`config.mk`:
```
export PLATFORM = sky130hd
export DESIGN_NAME = joystick_send_gate_unit
export DESIGN_NICKNAME = d
export VERILOG_FILES = /design/src/rtl/jsg_pkg.sv /design/src/rtl/joystick_send_gate_unit.sv
export SDC_FILE = /design/constraint.sdc
export NUM_CORES = 1
export LEC_CHECK = 0
export BUFFER_PORTS_ARGS = -buffer_cell sky130_fd_sc_hd__buf_4
export CAP_MARGIN = 10
export CELL_PAD_IN_SITES_DETAIL_PLACEMENT = 2
export CELL_PAD_IN_SITES_GLOBAL_PLACEMENT = 2
export CORE_MARGIN = 3
export CORE_UTILIZATION = 40
export DETAILED_ROUTE_END_ITERATION = 16
export GPL_TIMING_DRIVEN = 0
export PLACE_DENSITY_LB_ADDON = 0.1
export SYNTH_ARGS = -nofsm -noshare
export SYNTH_HDL_FRONTEND = slang
export SYNTH_SLANG_ARGS = --single-unit
```
`constraint.sdc`:
```
create_clock -name clk -period 17.05 [get_ports clk]
set_input_delay 1.705 -clock clk [delete_from_list [all_inputs] [get_ports clk]]
set_output_delay 1.705 -clock clk [all_outputs]
set_load 0.02 [all_outputs]
```
`src/rtl/jsg_pkg.sv`:
```
// shared widths, register map and codes for the joystick send gate
package jsg_pkg;

  localparam int unsigned POS_W    = 12;  // sent position and register width
  localparam int unsigned TIME_W   = 32;
  localparam int unsigned COUNT_W  = 32;
  localparam int unsigned IVAL_W   = 16;
  localparam int unsigned LIMIT_W  = 8;
  localparam int unsigned APB_AW   = 5;
  localparam int unsigned APB_DW   = 32;
  localparam int unsigned OUT_W    = POS_W + POS_W + TIME_W + COUNT_W;

  typedef enum logic [2:0] {
    REG_DEADZONE_X        = 3'd0,
    REG_DEADZONE_Y        = 3'd1,
    REG_CENTER_LEVEL      = 3'd2,
    REG_REPEAT_INTERVAL   = 3'd3,
    REG_CONSECUTIVE_LIMIT = 3'd4
  } reg_idx_t;

  localparam logic [POS_W-1:0]   DEADZONE_RST = POS_W'(100);
  localparam logic [POS_W-1:0]   CENTER_RST   = POS_W'(2048);
  localparam logic [IVAL_W-1:0]  INTERVAL_RST = IVAL_W'(100);
  localparam logic [LIMIT_W-1:0] LIMIT_RST    = LIMIT_W'(3);

endpackage

```
`src/rtl/joystick_send_gate_unit.sv`:
```
// joystick send gate: decides per sample whether a transmit request goes out
//
// usage:
//   s_* carries joystick samples (x, y, millisecond time), m_* carries
//   transmit requests (x, y, time, running send number). a sample that
//   causes no send produces nothing on m_*.
//   the apb port holds five registers at byte addresses 0,4,..,16; write
//   them only while no sample is in flight.
// flow:
//   a sample is taken into an input register, evaluated combinationally and
//   its request (if any) lands in the result register. one sample per
//   cycle is sustained while no request waits or m_tready is high; the
//   evaluation of each sample sees the reference left by the one before it.
// reset (rst, synchronous): both registers empty, not seeded, reference
//   and send counter zero, registers at their default values.
// stall: while m_tready is low and a request waits, the sample in the
//   input register holds and s_tready drops; the input side keeps taking
//   samples whenever the input register is empty or can drain this cycle.
// note: any move beyond a deadzone sends and clears the move counters, so
//   they never carry a value past one sample; the quick-send rule only
//   fires by itself when consecutive_limit is zero.
module joystick_send_gate_unit #(
  parameter int unsigned SAMPLE_BITS = 12
) (
  input  logic                          clk,
  input  logic                          rst,
  // s_tdata: sample_x, sample_y, time_ms, zero pad
  input  logic                          s_tvalid,
  output logic                          s_tready,
  input  logic [((2*SAMPLE_BITS+32+7)/8)*8-1:0] s_tdata,
  // m_tdata: sent_x, sent_y, sent_time_ms, send_number
  output logic                          m_tvalid,
  input  logic                          m_tready,
  output logic [jsg_pkg::OUT_W-1:0]     m_tdata,
  input  logic                          psel,
  input  logic                          penable,
  input  logic                          pwrite,
  input  logic [jsg_pkg::APB_AW-1:0]    paddr,
  input  logic [jsg_pkg::APB_DW-1:0]    pwdata,
  output logic [jsg_pkg::APB_DW-1:0]    prdata,
  output logic                          pready
);

  localparam int unsigned DW = (SAMPLE_BITS > jsg_pkg::POS_W) ? SAMPLE_BITS : jsg_pkg::POS_W;
  localparam int unsigned TW = jsg_pkg::TIME_W;

  // configuration registers
  logic [jsg_pkg::POS_W-1:0]   deadzone_x;
  logic [jsg_pkg::POS_W-1:0]   deadzone_y;
  logic [jsg_pkg::POS_W-1:0]   center_level;
  logic [jsg_pkg::IVAL_W-1:0]  repeat_interval;
  logic [jsg_pkg::LIMIT_W-1:0] consecutive_limit;

  // tracking state
  logic                        seeded;
  logic [SAMPLE_BITS-1:0]      ref_x;
  logic [SAMPLE_BITS-1:0]      ref_y;
  logic [TW-1:0]               last_send_time;
  logic [jsg_pkg::COUNT_W-1:0] packets_sent;

  // input register
  logic                        in_valid;
  logic [SAMPLE_BITS-1:0]      in_x;
  logic [SAMPLE_BITS-1:0]      in_y;
  logic [TW-1:0]               in_time;

  logic                        proc_fire;
  logic                        do_send;
  logic                        cfg_write;
  jsg_pkg::reg_idx_t           cfg_idx;

  function automatic logic [DW-1:0] absdiff(input logic [DW-1:0] a, input logic [DW-1:0] b);
    return (a > b) ? (a - b) : (b - a);
  endfunction

  // ---------------------------------------------------------------- apb
  assign pready    = 1'b1;
  assign cfg_idx   = jsg_pkg::reg_idx_t'(paddr[jsg_pkg::APB_AW-1:2]);
  assign cfg_write = psel && penable && pwrite && pready;

  always_ff @(posedge clk) begin
    if (rst) begin
      deadzone_x        <= jsg_pkg::DEADZONE_RST;
      deadzone_y        <= jsg_pkg::DEADZONE_RST;
      center_level      <= jsg_pkg::CENTER_RST;
      repeat_interval   <= jsg_pkg::INTERVAL_RST;
      consecutive_limit <= jsg_pkg::LIMIT_RST;
    end else if (cfg_write) begin
      unique case (cfg_idx)
        jsg_pkg::REG_DEADZONE_X:        deadzone_x <= pwdata[jsg_pkg::POS_W-1:0];
        jsg_pkg::REG_DEADZONE_Y:        deadzone_y <= pwdata[jsg_pkg::POS_W-1:0];
        jsg_pkg::REG_CENTER_LEVEL:      center_level <= pwdata[jsg_pkg::POS_W-1:0];
        jsg_pkg::REG_REPEAT_INTERVAL:   repeat_interval <= pwdata[jsg_pkg::IVAL_W-1:0];
        jsg_pkg::REG_CONSECUTIVE_LIMIT: consecutive_limit <= pwdata[jsg_pkg::LIMIT_W-1:0];
        default: ;  // unmapped, ignored
      endcase
    end
  end

  always_comb begin
    unique case (cfg_idx)
      jsg_pkg::REG_DEADZONE_X:        prdata = jsg_pkg::APB_DW'(deadzone_x);
      jsg_pkg::REG_DEADZONE_Y:        prdata = jsg_pkg::APB_DW'(deadzone_y);
      jsg_pkg::REG_CENTER_LEVEL:      prdata = jsg_pkg::APB_DW'(center_level);
      jsg_pkg::REG_REPEAT_INTERVAL:   prdata = jsg_pkg::APB_DW'(repeat_interval);
      jsg_pkg::REG_CONSECUTIVE_LIMIT: prdata = jsg_pkg::APB_DW'(consecutive_limit);
      default:                        prdata = '0;
    endcase
  end

  // ---------------------------------------------------------------- flow
  // the input register drains whenever the result register is free or emptying
  assign proc_fire = in_valid && (!m_tvalid || m_tready);
  assign s_tready  = !in_valid || proc_fire;

  always_ff @(posedge clk) begin
    if (rst) begin
      in_valid <= 1'b0;
    end else if (s_tready) begin
      in_valid <= s_tvalid;
    end
  end

  always_ff @(posedge clk) begin
    if (s_tvalid && s_tready) begin
      in_x    <= s_tdata[SAMPLE_BITS-1:0];
      in_y    <= s_tdata[2*SAMPLE_BITS-1:SAMPLE_BITS];
      in_time <= s_tdata[2*SAMPLE_BITS+TW-1:2*SAMPLE_BITS];
    end
  end

  // ---------------------------------------------------------------- decision
  logic [DW-1:0] xw, yw, rxw, ryw, cw;
  logic [TW-1:0] eff_last;
  logic [TW-1:0] elapsed;
  logic          moved_x, moved_y, outside, repeat_due, dir_change, quick;

  always_comb begin
    xw  = DW'(in_x);
    yw  = DW'(in_y);
    // the first sample seeds the reference before it is judged
    rxw = seeded ? DW'(ref_x) : xw;
    ryw = seeded ? DW'(ref_y) : yw;
    eff_last = seeded ? last_send_time : in_time;
    cw  = DW'(center_level);

    moved_x    = absdiff(xw, rxw) > DW'(deadzone_x);
    moved_y    = absdiff(yw, ryw) > DW'(deadzone_y);
    outside    = (absdiff(xw, cw) > DW'(deadzone_x)) ||
                 (absdiff(yw, cw) > DW'(deadzone_y));
    elapsed    = in_time - eff_last;
    repeat_due = outside && (elapsed >= TW'(repeat_interval));
    // y swung across center, far from it on both sides
    dir_change = (absdiff(ryw, cw) > DW'(deadzone_y)) &&
                 (absdiff(yw, cw) > DW'(deadzone_y)) &&
                 ((ryw < cw) != (yw < cw));
    // counters start every sample at zero, so only a zero limit trips alone
    quick      = (consecutive_limit == '0);
    do_send    = quick || repeat_due || moved_x || moved_y || dir_change;
  end

  // ---------------------------------------------------------------- state
  always_ff @(posedge clk) begin
    if (rst) begin
      seeded         <= 1'b0;
      ref_x          <= '0;
      ref_y          <= '0;
      last_send_time <= '0;
      packets_sent   <= '0;
    end else if (proc_fire) begin
      seeded <= 1'b1;
      if (do_send || !seeded) begin
        ref_x          <= in_x;
        ref_y          <= in_y;
        last_send_time <= in_time;
      end
      if (do_send) begin
        packets_sent <= packets_sent + 1'b1;
      end
    end
  end

  // ---------------------------------------------------------------- result
  always_ff @(posedge clk) begin
    if (rst) begin
      m_tvalid <= 1'b0;
    end else if (proc_fire) begin
      m_tvalid <= do_send;
    end else if (m_tready) begin
      m_tvalid <= 1'b0;
    end
  end

  always_ff @(posedge clk) begin
    if (proc_fire && do_send) begin
      m_tdata <= {packets_sent + 1'b1, in_time,
                  yw[jsg_pkg::POS_W-1:0], xw[jsg_pkg::POS_W-1:0]};
    end
  end

endmodule

```
==> impl_results.md, run 1 <==
* Dominant cell type by area after synthesis: edfxtp_1
* Hold_buf cts at 0
* Die height at approximately 240 um
* H-Tree Depth at 2
* Total wire length at roughly 83,000 um
* First-pass GRT wire length at about 130,000 um
* Post-synthesis cell count at ~2,300
* Most frequent cells in the layout: nand2_1 (294), ha_1 (225), buf_4 (208), inv_1 (152), dfxtp_1 (151)
* Max Freq at 105 MHz
* Slew headroom at around 15%
* Post-synth top area share at between 20 and 25%
* CTS tree: built
* # IOs at approximately 220
* Leakage at between 10 and 15 nW
* Sequential-to-total area share from yosys stat at roughly a third
* Post-synth ARST share at 0%
* Layout Nets at around 2,800
* Reg-to-Reg Start: seeded
* Worst R2R Setup Slack at ~7.5 ns
* Post-synthesis register bit count at 295
* Vias in the first global route at ~21,000
* M2 GR Usage at about half
* Worst VDD drop at between 0.00007 and 0.00008 V
* R2r endpoint: m_tdata[9]
* Worst setup EP type: flop
* Placed instance area at around 0.023 sq mm
* R2r worst-path depth at 27
* CTS Buffer Depth at 3
* Layout Skew at between 0.03 and 0.04 ns
* GP Congestion at roughly 0.93
* Drt wl/cell at around 26 um
* Area delta synth->final at 17.4%
* CTS Buf Count at 38
* Cell area after synthesis at 0.0210 sq mm
* Hpwl dp at 63,600 um
* Hold WC Path Type: reg2reg
* Measured slew at the worst slew-check pin at approximately 1.3 ns
* Antenna violations before repair at 1
* Initial drt markers at 1,037
* Number of detailed-route iterations in the first pass at 5
* CTS sink cnt at approximately 300
* Post_cts resized at 0
* Met1 Resource Use GR at 39.4%
* Initial Utilization at 40.7%
* Max incr delay on CP at 0.76 ns
* Commonest non-fill, non-tap cell in the layout: nand2_1
* Max Cap Viol at 0
* Num rows at between 80 and 90
* Vias per cell at around 5.8
* Critical Path AT at approximately 10 ns
* Number of synthesized flops with an enable pin at approximately 140
* GR Overflow Total at 0
* Synth unique cells at 95
* Total GRT Usage at approximately 29%
* P per Cell Area at 92.8 mW/mm^2
* Largest net degree at the start of global routing at 50
* Die ar. at around 0.055 sq mm
* Core Box Area at between 0.05 and 0.06 sq mm
* Clock latency at the later pin of the worst-skew pair at between 0.5 and 0.6 ns
* Status: completed
* Crit start category: flop
* Setup bufs post-CTS at 0
* Die W at between 200 and 250 um
* Yosys warning count at 0
* Final setup vio count at 0
* Post-route ant nets at 0
* RSZ-0062 raised after global routing: false
* Fraction of layout cells with a size suffix above 1 at 14.9%
* N_diodes at 0
* Setup_tns at 0 ns
* DR vias at roughly 19,000
* Post-route clock period utilization at between 50 and 60%
* CP Max Fanout at between 40 and 50
* Final Hold Violating Endpoints at 0
* Clock transition at path regs at about 0.060 ns
* Max Slew Vio Count at 0
* Critical Path Slowest Stage Cell: clkbuf_1
* Total power at between 2 and 2.5 mW
* Final Cell Area at between 0.02 and 0.025 sq mm
* Ys flop type: dfxtp_1
* Synth area leaders: edfxtp_1 (21%), dfxtp_1 (14%), ha_1 (13%)
* Min Tclk post-route at about 9.5 ns
* Critical Path RT at approximately 17 ns
* Hold path start: last_send_time[13]
* Clock root cell: clkbuf_16
* GR peak layer: met2
* Setup crit end: m_tdata[9]
* Grt met3 use at around 3.4%
* Worst setup path category: reg2reg
* Number of port buffers at approximately 180
* Critical path origin: seeded
* DRC viols at 0
* Most used cell along the critical path: clkbuf_1
* Synth Area per Inst at just over 9 sq um
[cells by family (layout without fill, tap and decap cells)]
kind of cell             Yosys count  count (layout)  share of synthesized area [%]
AND/OR/NAND/NOR                  672             672                           15.5
flip-flops                       295             295                           34.9
XOR/XNOR                          94              94                           3.91
AO/OA/AOI/OAI                    524             524                           16.5
multiplexers                     184             184                           9.44
adder cells (fa/ha/maj)          236             236                           14.4
buffers and inverters            256             513                           5.25
other                              2              17                         0.0357
[sequential cells by signal (all words and copies together), names as in the netlist, 8 cells and up]
name	flops
ref_x	12
ref_y	12
center_level	12
in_y	12
last_send_time	32
repeat_interval	16
packets_sent	32
in_x	12
in_time	32
deadzone_y	12
deadzone_x	12
consecutive_limit	8
m_tdata	88
[layer usage]
layer / wire length [um] / up-vias
met5: 0 / -
met2: 39700 / 413
met3: 3340 / 119
met4: 2160 / 0
met1: 37800 / 9587
li1: - / 8608
[worst max-delay path, delay by kind of cell, from the launching register on]
kind / cells / cell delay, ns
AO/OA/AOI/OAI: 11 / 3.44
buffers and inverters: 8 / 3.28
AND/OR/NAND/NOR: 4 / 1.03
adder cells (fa/ha/maj): 3 / 0.86
flip-flops: 1 / 0.32
XOR/XNOR: 1 / 0.20
[area by class of cell]
cell class                 instances  area (sq um)
buffer                           101           523
clock buffer                      55          1130
clock inverter                    15           165
fill                            5612         27000
inverter                         155           584
multi-input combinational       1727         12700
sequential                       295          7350
tap                              680           851
timing repair buffer             187          1440
[power breakdown]
part	switching [mW]	internal [mW]	total (mW)	leakage [nW]
Combinational	0.396	0.245	0.642	7.15
Sequential	0.0221	0.776	0.798	2.58
Clock	0.343	0.508	0.852	0.636
Total	0.762	1.53	2.29	10.4
[stage by stage]
step                cells  util (%)  hold WS, ns  setup slack, ns
floorplan            2278         -        0.434             9.68
global placement     3142      45.1        0.442             6.45
detailed placement   3145      45.2        0.456             7.77
CTS                  3215      47.7        0.464             7.62
global route         3215      47.8        0.481             6.87
finish               3215      47.8        0.461             7.54
[synthesized netlist by cell type, types with 14 or more instances]
| master | n |
|---|---|
| a211oi_1 | 19 |
| nor3_1 | 17 |
| xor2_1 | 31 |
| o31ai_1 | 14 |
| ha_1 | 225 |
| dfxtp_1 | 151 |
| mux2i_1 | 144 |
| nand3_1 | 28 |
| buf_4 | 24 |
| o21a_1 | 34 |
| nor2b_1 | 50 |
| nor2_1 | 115 |
| nor4_1 | 17 |
| a21oi_1 | 142 |
| a21o_1 | 55 |
| mux2_2 | 23 |
| nand2_1 | 294 |
| a22oi_1 | 16 |
| o211ai_1 | 33 |
| o21ai_0 | 89 |
| nand4_1 | 37 |
| and3_1 | 28 |
| edfxtp_1 | 144 |
| clkbuf_1 | 53 |
| xnor2_1 | 63 |
| inv_1 | 153 |
[worst min-delay path by stage]
stage,endpoint,slack (ns),depth (start not counted)
after CTS,last_send_time[13],0.46,2
final,last_send_time[13],0.46,2
after global placement,last_send_time[5],0.44,2
after detailed placement,last_send_time[3],0.46,2
after global routing,last_send_time[12],0.48,2
after floorplan,last_send_time[10],0.43,2
Note: power is estimated with default switching activity, not from simulation.
==> run 2: changes to the inputs <==
--- a/config.mk
+++ b/config.mk
@@ -10,7 +10,7 @@
 export CELL_PAD_IN_SITES_DETAIL_PLACEMENT = 2
 export CELL_PAD_IN_SITES_GLOBAL_PLACEMENT = 2
 export CORE_MARGIN = 3
-export CORE_UTILIZATION = 40
+export CORE_UTILIZATION = 38
 export DETAILED_ROUTE_END_ITERATION = 16
 export GPL_TIMING_DRIVEN = 0
 export PLACE_DENSITY_LB_ADDON = 0.1
==> constraint.sdc (replaced) <==
create_clock -name clk -period 9.5 [get_ports clk]
set_input_delay 0.95 -clock clk [delete_from_list [all_inputs] [get_ports clk]]
set_output_delay 0.95 -clock clk [all_outputs]
set_load 0.02 [all_outputs]
==> impl_results.md, run 2 (synthesized netlist as in run 1, its figures left out) <==
* Vias per cell at 5.68 (-2.5%)
* Max Freq at 114 MHz (+8.2%)
* Placed instance area at 0.0235 sq mm (+0.30%)
* DRC viols at 0 (unchanged)
* Worst VDD drop at 0.000115 V (+52%)
* Antenna violations before repair at 0 (-1)
* Most frequent cells in the layout: nand2_1 (294), ha_1 (225), buf_4 (208), inv_1 (152), dfxtp_1 (151)
* DP Cell Count at 3,203 (+1.8%)
* First-pass GRT wire length at 123,000 um (-3.5%)
* Commonest non-fill, non-tap cell in the layout: nand2_1
* Crit start category: flop
* Worst hold endpoint: last_send_time[0]
* Layout Nets at 2,840 (-0.035%)
* Max FFs per register at 88 (unchanged)
* Number of port buffers at 184 (unchanged)
* Measured slew at the worst slew-check pin at 1.19 ns (-0.0809 ns)
* Number of detailed-route iterations in the first pass at 5 (unchanged)
* Area delta synth->final at 17.4% (unchanged)
* Max Slew Vio Count at 0 (unchanged)
* CTS Buf Count at 37 (-2.6%)
* N_diodes at 0 (unchanged)
* GP Congestion at 0.930 (-0.35%)
* Initial Utilization at 38.7% (-2.0 points)
* Final Cell Area at 0.0247 sq mm (unchanged)
* GR Overflow Total at 0 (unchanged)
* Min Tclk post-route at 8.79 ns (-0.721 ns)
* Die ar. at 0.0582 sq mm (+5.1%)
* Core Box Area at 0.0543 sq mm (+5.1%)
* Layout Skew at 0.0261 ns (-0.00853 ns)
* CTS sink cnt at 295 (unchanged)
* Hold path start: last_send_time[0]
* Leakage at 10.3 nW (-0.23%)
* Post-route non-filler standard cell count at 3,272 (+1.8%)
* Initial drt markers at 941 (-9.3%)
* Die W at 241 um (+2.5%)
* Reg-to-Reg Start: seeded
* Register area at 0.00735 sq mm (unchanged)
* Clock transition at path regs at 0.06 ns (about the same)
* Num rows at 85 (+2.4%)
* CTS Buffer Depth at 3 (unchanged)
* Max Cap Viol at 0 (unchanged)
* Worst R2R Setup Slack at 0.71 ns (-6.83 ns)
* DR vias at 18,590 (-0.73%)
* Worst hold stages at 2 (unchanged)
* Reg with most FFs: m_tdata
* Critical Path RT at 9.77 ns (-7.55 ns)
* Setup slack after layout at 0.708 ns (-6.83 ns)
* P per Cell Area at 163 mW/mm^2 (+76%)
* Worst setup path category: reg2reg
* Slew headroom at 20.6% (+5.2 points)
* Largest net degree at the start of global routing at 48 (-4.0%)
* Worst setup EP type: flop
* CP Max Fanout at 45 (unchanged)
* # IOs at 223 (unchanged)
* Post-route ant nets at 0 (unchanged)
* Clock latency at the later pin of the worst-skew pair at 0.58 ns (about the same)
* Final setup vio count at 0 (unchanged)
* Fraction of layout cells with a size suffix above 1 at 15.2% (+0.29 points)
* Final Hold Violating Endpoints at 0 (unchanged)
* Post-route clock period utilization at 92.6% (+37 points)
* Max incr delay on CP at 0.54 ns (-0.22 ns)
* Area of the multi-input gates at 0.0127 sq mm (about the same)
* Critical Path AT at 9.06 ns (-0.72 ns)
* Setup Slack @ Placement at 0.109 ns (-7.66 ns)
* Hpwl dp at 63,600 um (about the same)
* Critical Path Slowest Stage Cell: clkinv_1
* Vias in the first global route at 20,267 (-1.3%)
* CTS tree: built
* Hold WC Path Type: reg2reg
* R2r worst-path depth at 28 (+3.7%)
* Status: completed
* FILL cells at 5,923 (+5.5%)
* Clock root cell: clkbuf_16
* R2r endpoint: m_tdata[7]
* H-Tree Depth at 2 (unchanged)
* Drt wl/cell at 24.8 um (-4.0%)
* Total power at 4.02 mW (+76%)
* Die height at 241 um (+2.5%)
* Total GRT Usage at 27.5% (-1.8 points)
* RSZ-0062 raised after global routing: false
* Total wire length at 81,000 um (-2.3%)
[run 2: cell count changes in the layout (fill, tap and decap cells not counted), moves of 2 or more]
cell / previous run / this run
clkbuf_1: 63 / 56
clkbuf_16: 42 / 37
clkbuf_2: 0 / 6
clkinv_2: 4 / 6
clkinvlp_4: 0 / 2
buf_1: 8 / 6
[run 2: layout make-up]
cell class | instances | share of cell area (%)
Buffer | 101 | 2.15
Sequential cell | 295 | 29.7
Clock buffer | 48 | 4.08
Timing Repair Buffer | 187 | 5.84
Clock inverter | 20 | 0.846
Tap cell | 739 | 3.74
Inverter | 155 | 2.37
Multi-Input combinational cell | 1727 | 51.2
[run 2: repair_timing]
item | CTS | global route
setup endpoints to repair | 0 | 109
buffers inserted | 0 | 0
hold buffers | 0 | 0
resized for setup | 0 | 15
[run 2: worst max path at each step]
stage                start          end  slack (ns)  cells past startpoint
detailed placement  seeded  m_tdata[21]        0.11                     27
finish              seeded   m_tdata[7]        0.71                     28
global placement    seeded  m_tdata[21]       -1.11                     26
floorplan           seeded   m_tdata[0]        2.13                     27
CTS                 seeded   m_tdata[7]       0.008                     27
global route        seeded   m_tdata[7]        0.05                     27
[run 2: layer usage]
metal  vias to the layer above  GRT usage [%]  part of all wire (%)
met5                         -              0                     0
met4                         0           7.55                   2.5
met3                       103           3.27                   4.2
met2                       376           46.3                    47
met1                      9513           37.5                    46
li1                       8598              -                     -
[run 2: through the flow]
stage,util (%),hold slack (ns),TNS [ns]
after floorplan,-,0.434,0
after global placement,43.1,0.442,-95.33
after detailed placement,43.2,0.457,0
after CTS,45.4,0.466,0
after global routing,45.4,0.480,0
final,45.4,0.462,0
[run 2: critical path, delay by kind of cell (launching register included)]
family,cells,cell delay (ns)
fa+ha+maj,3,0.92
buf+inv,7,2.04
mux,1,0.43
compound gates,11,3.22
xor+xnor,1,0.17
flops,1,0.33
simple gates,5,1.27
[run 2: report_power, final]
| part | internal [mW] | leakage, nW | total, mW | switching (mW) |
|---|---|---|---|---|
| Sequential | 1.39 | 2.58 | 1.43 | 0.0387 |
| Clock | 0.837 | 0.592 | 1.44 | 0.608 |
| Combinational | 0.440 | 7.17 | 1.15 | 0.709 |
| Total | 2.67 | 10.3 | 4.02 | 1.36 |
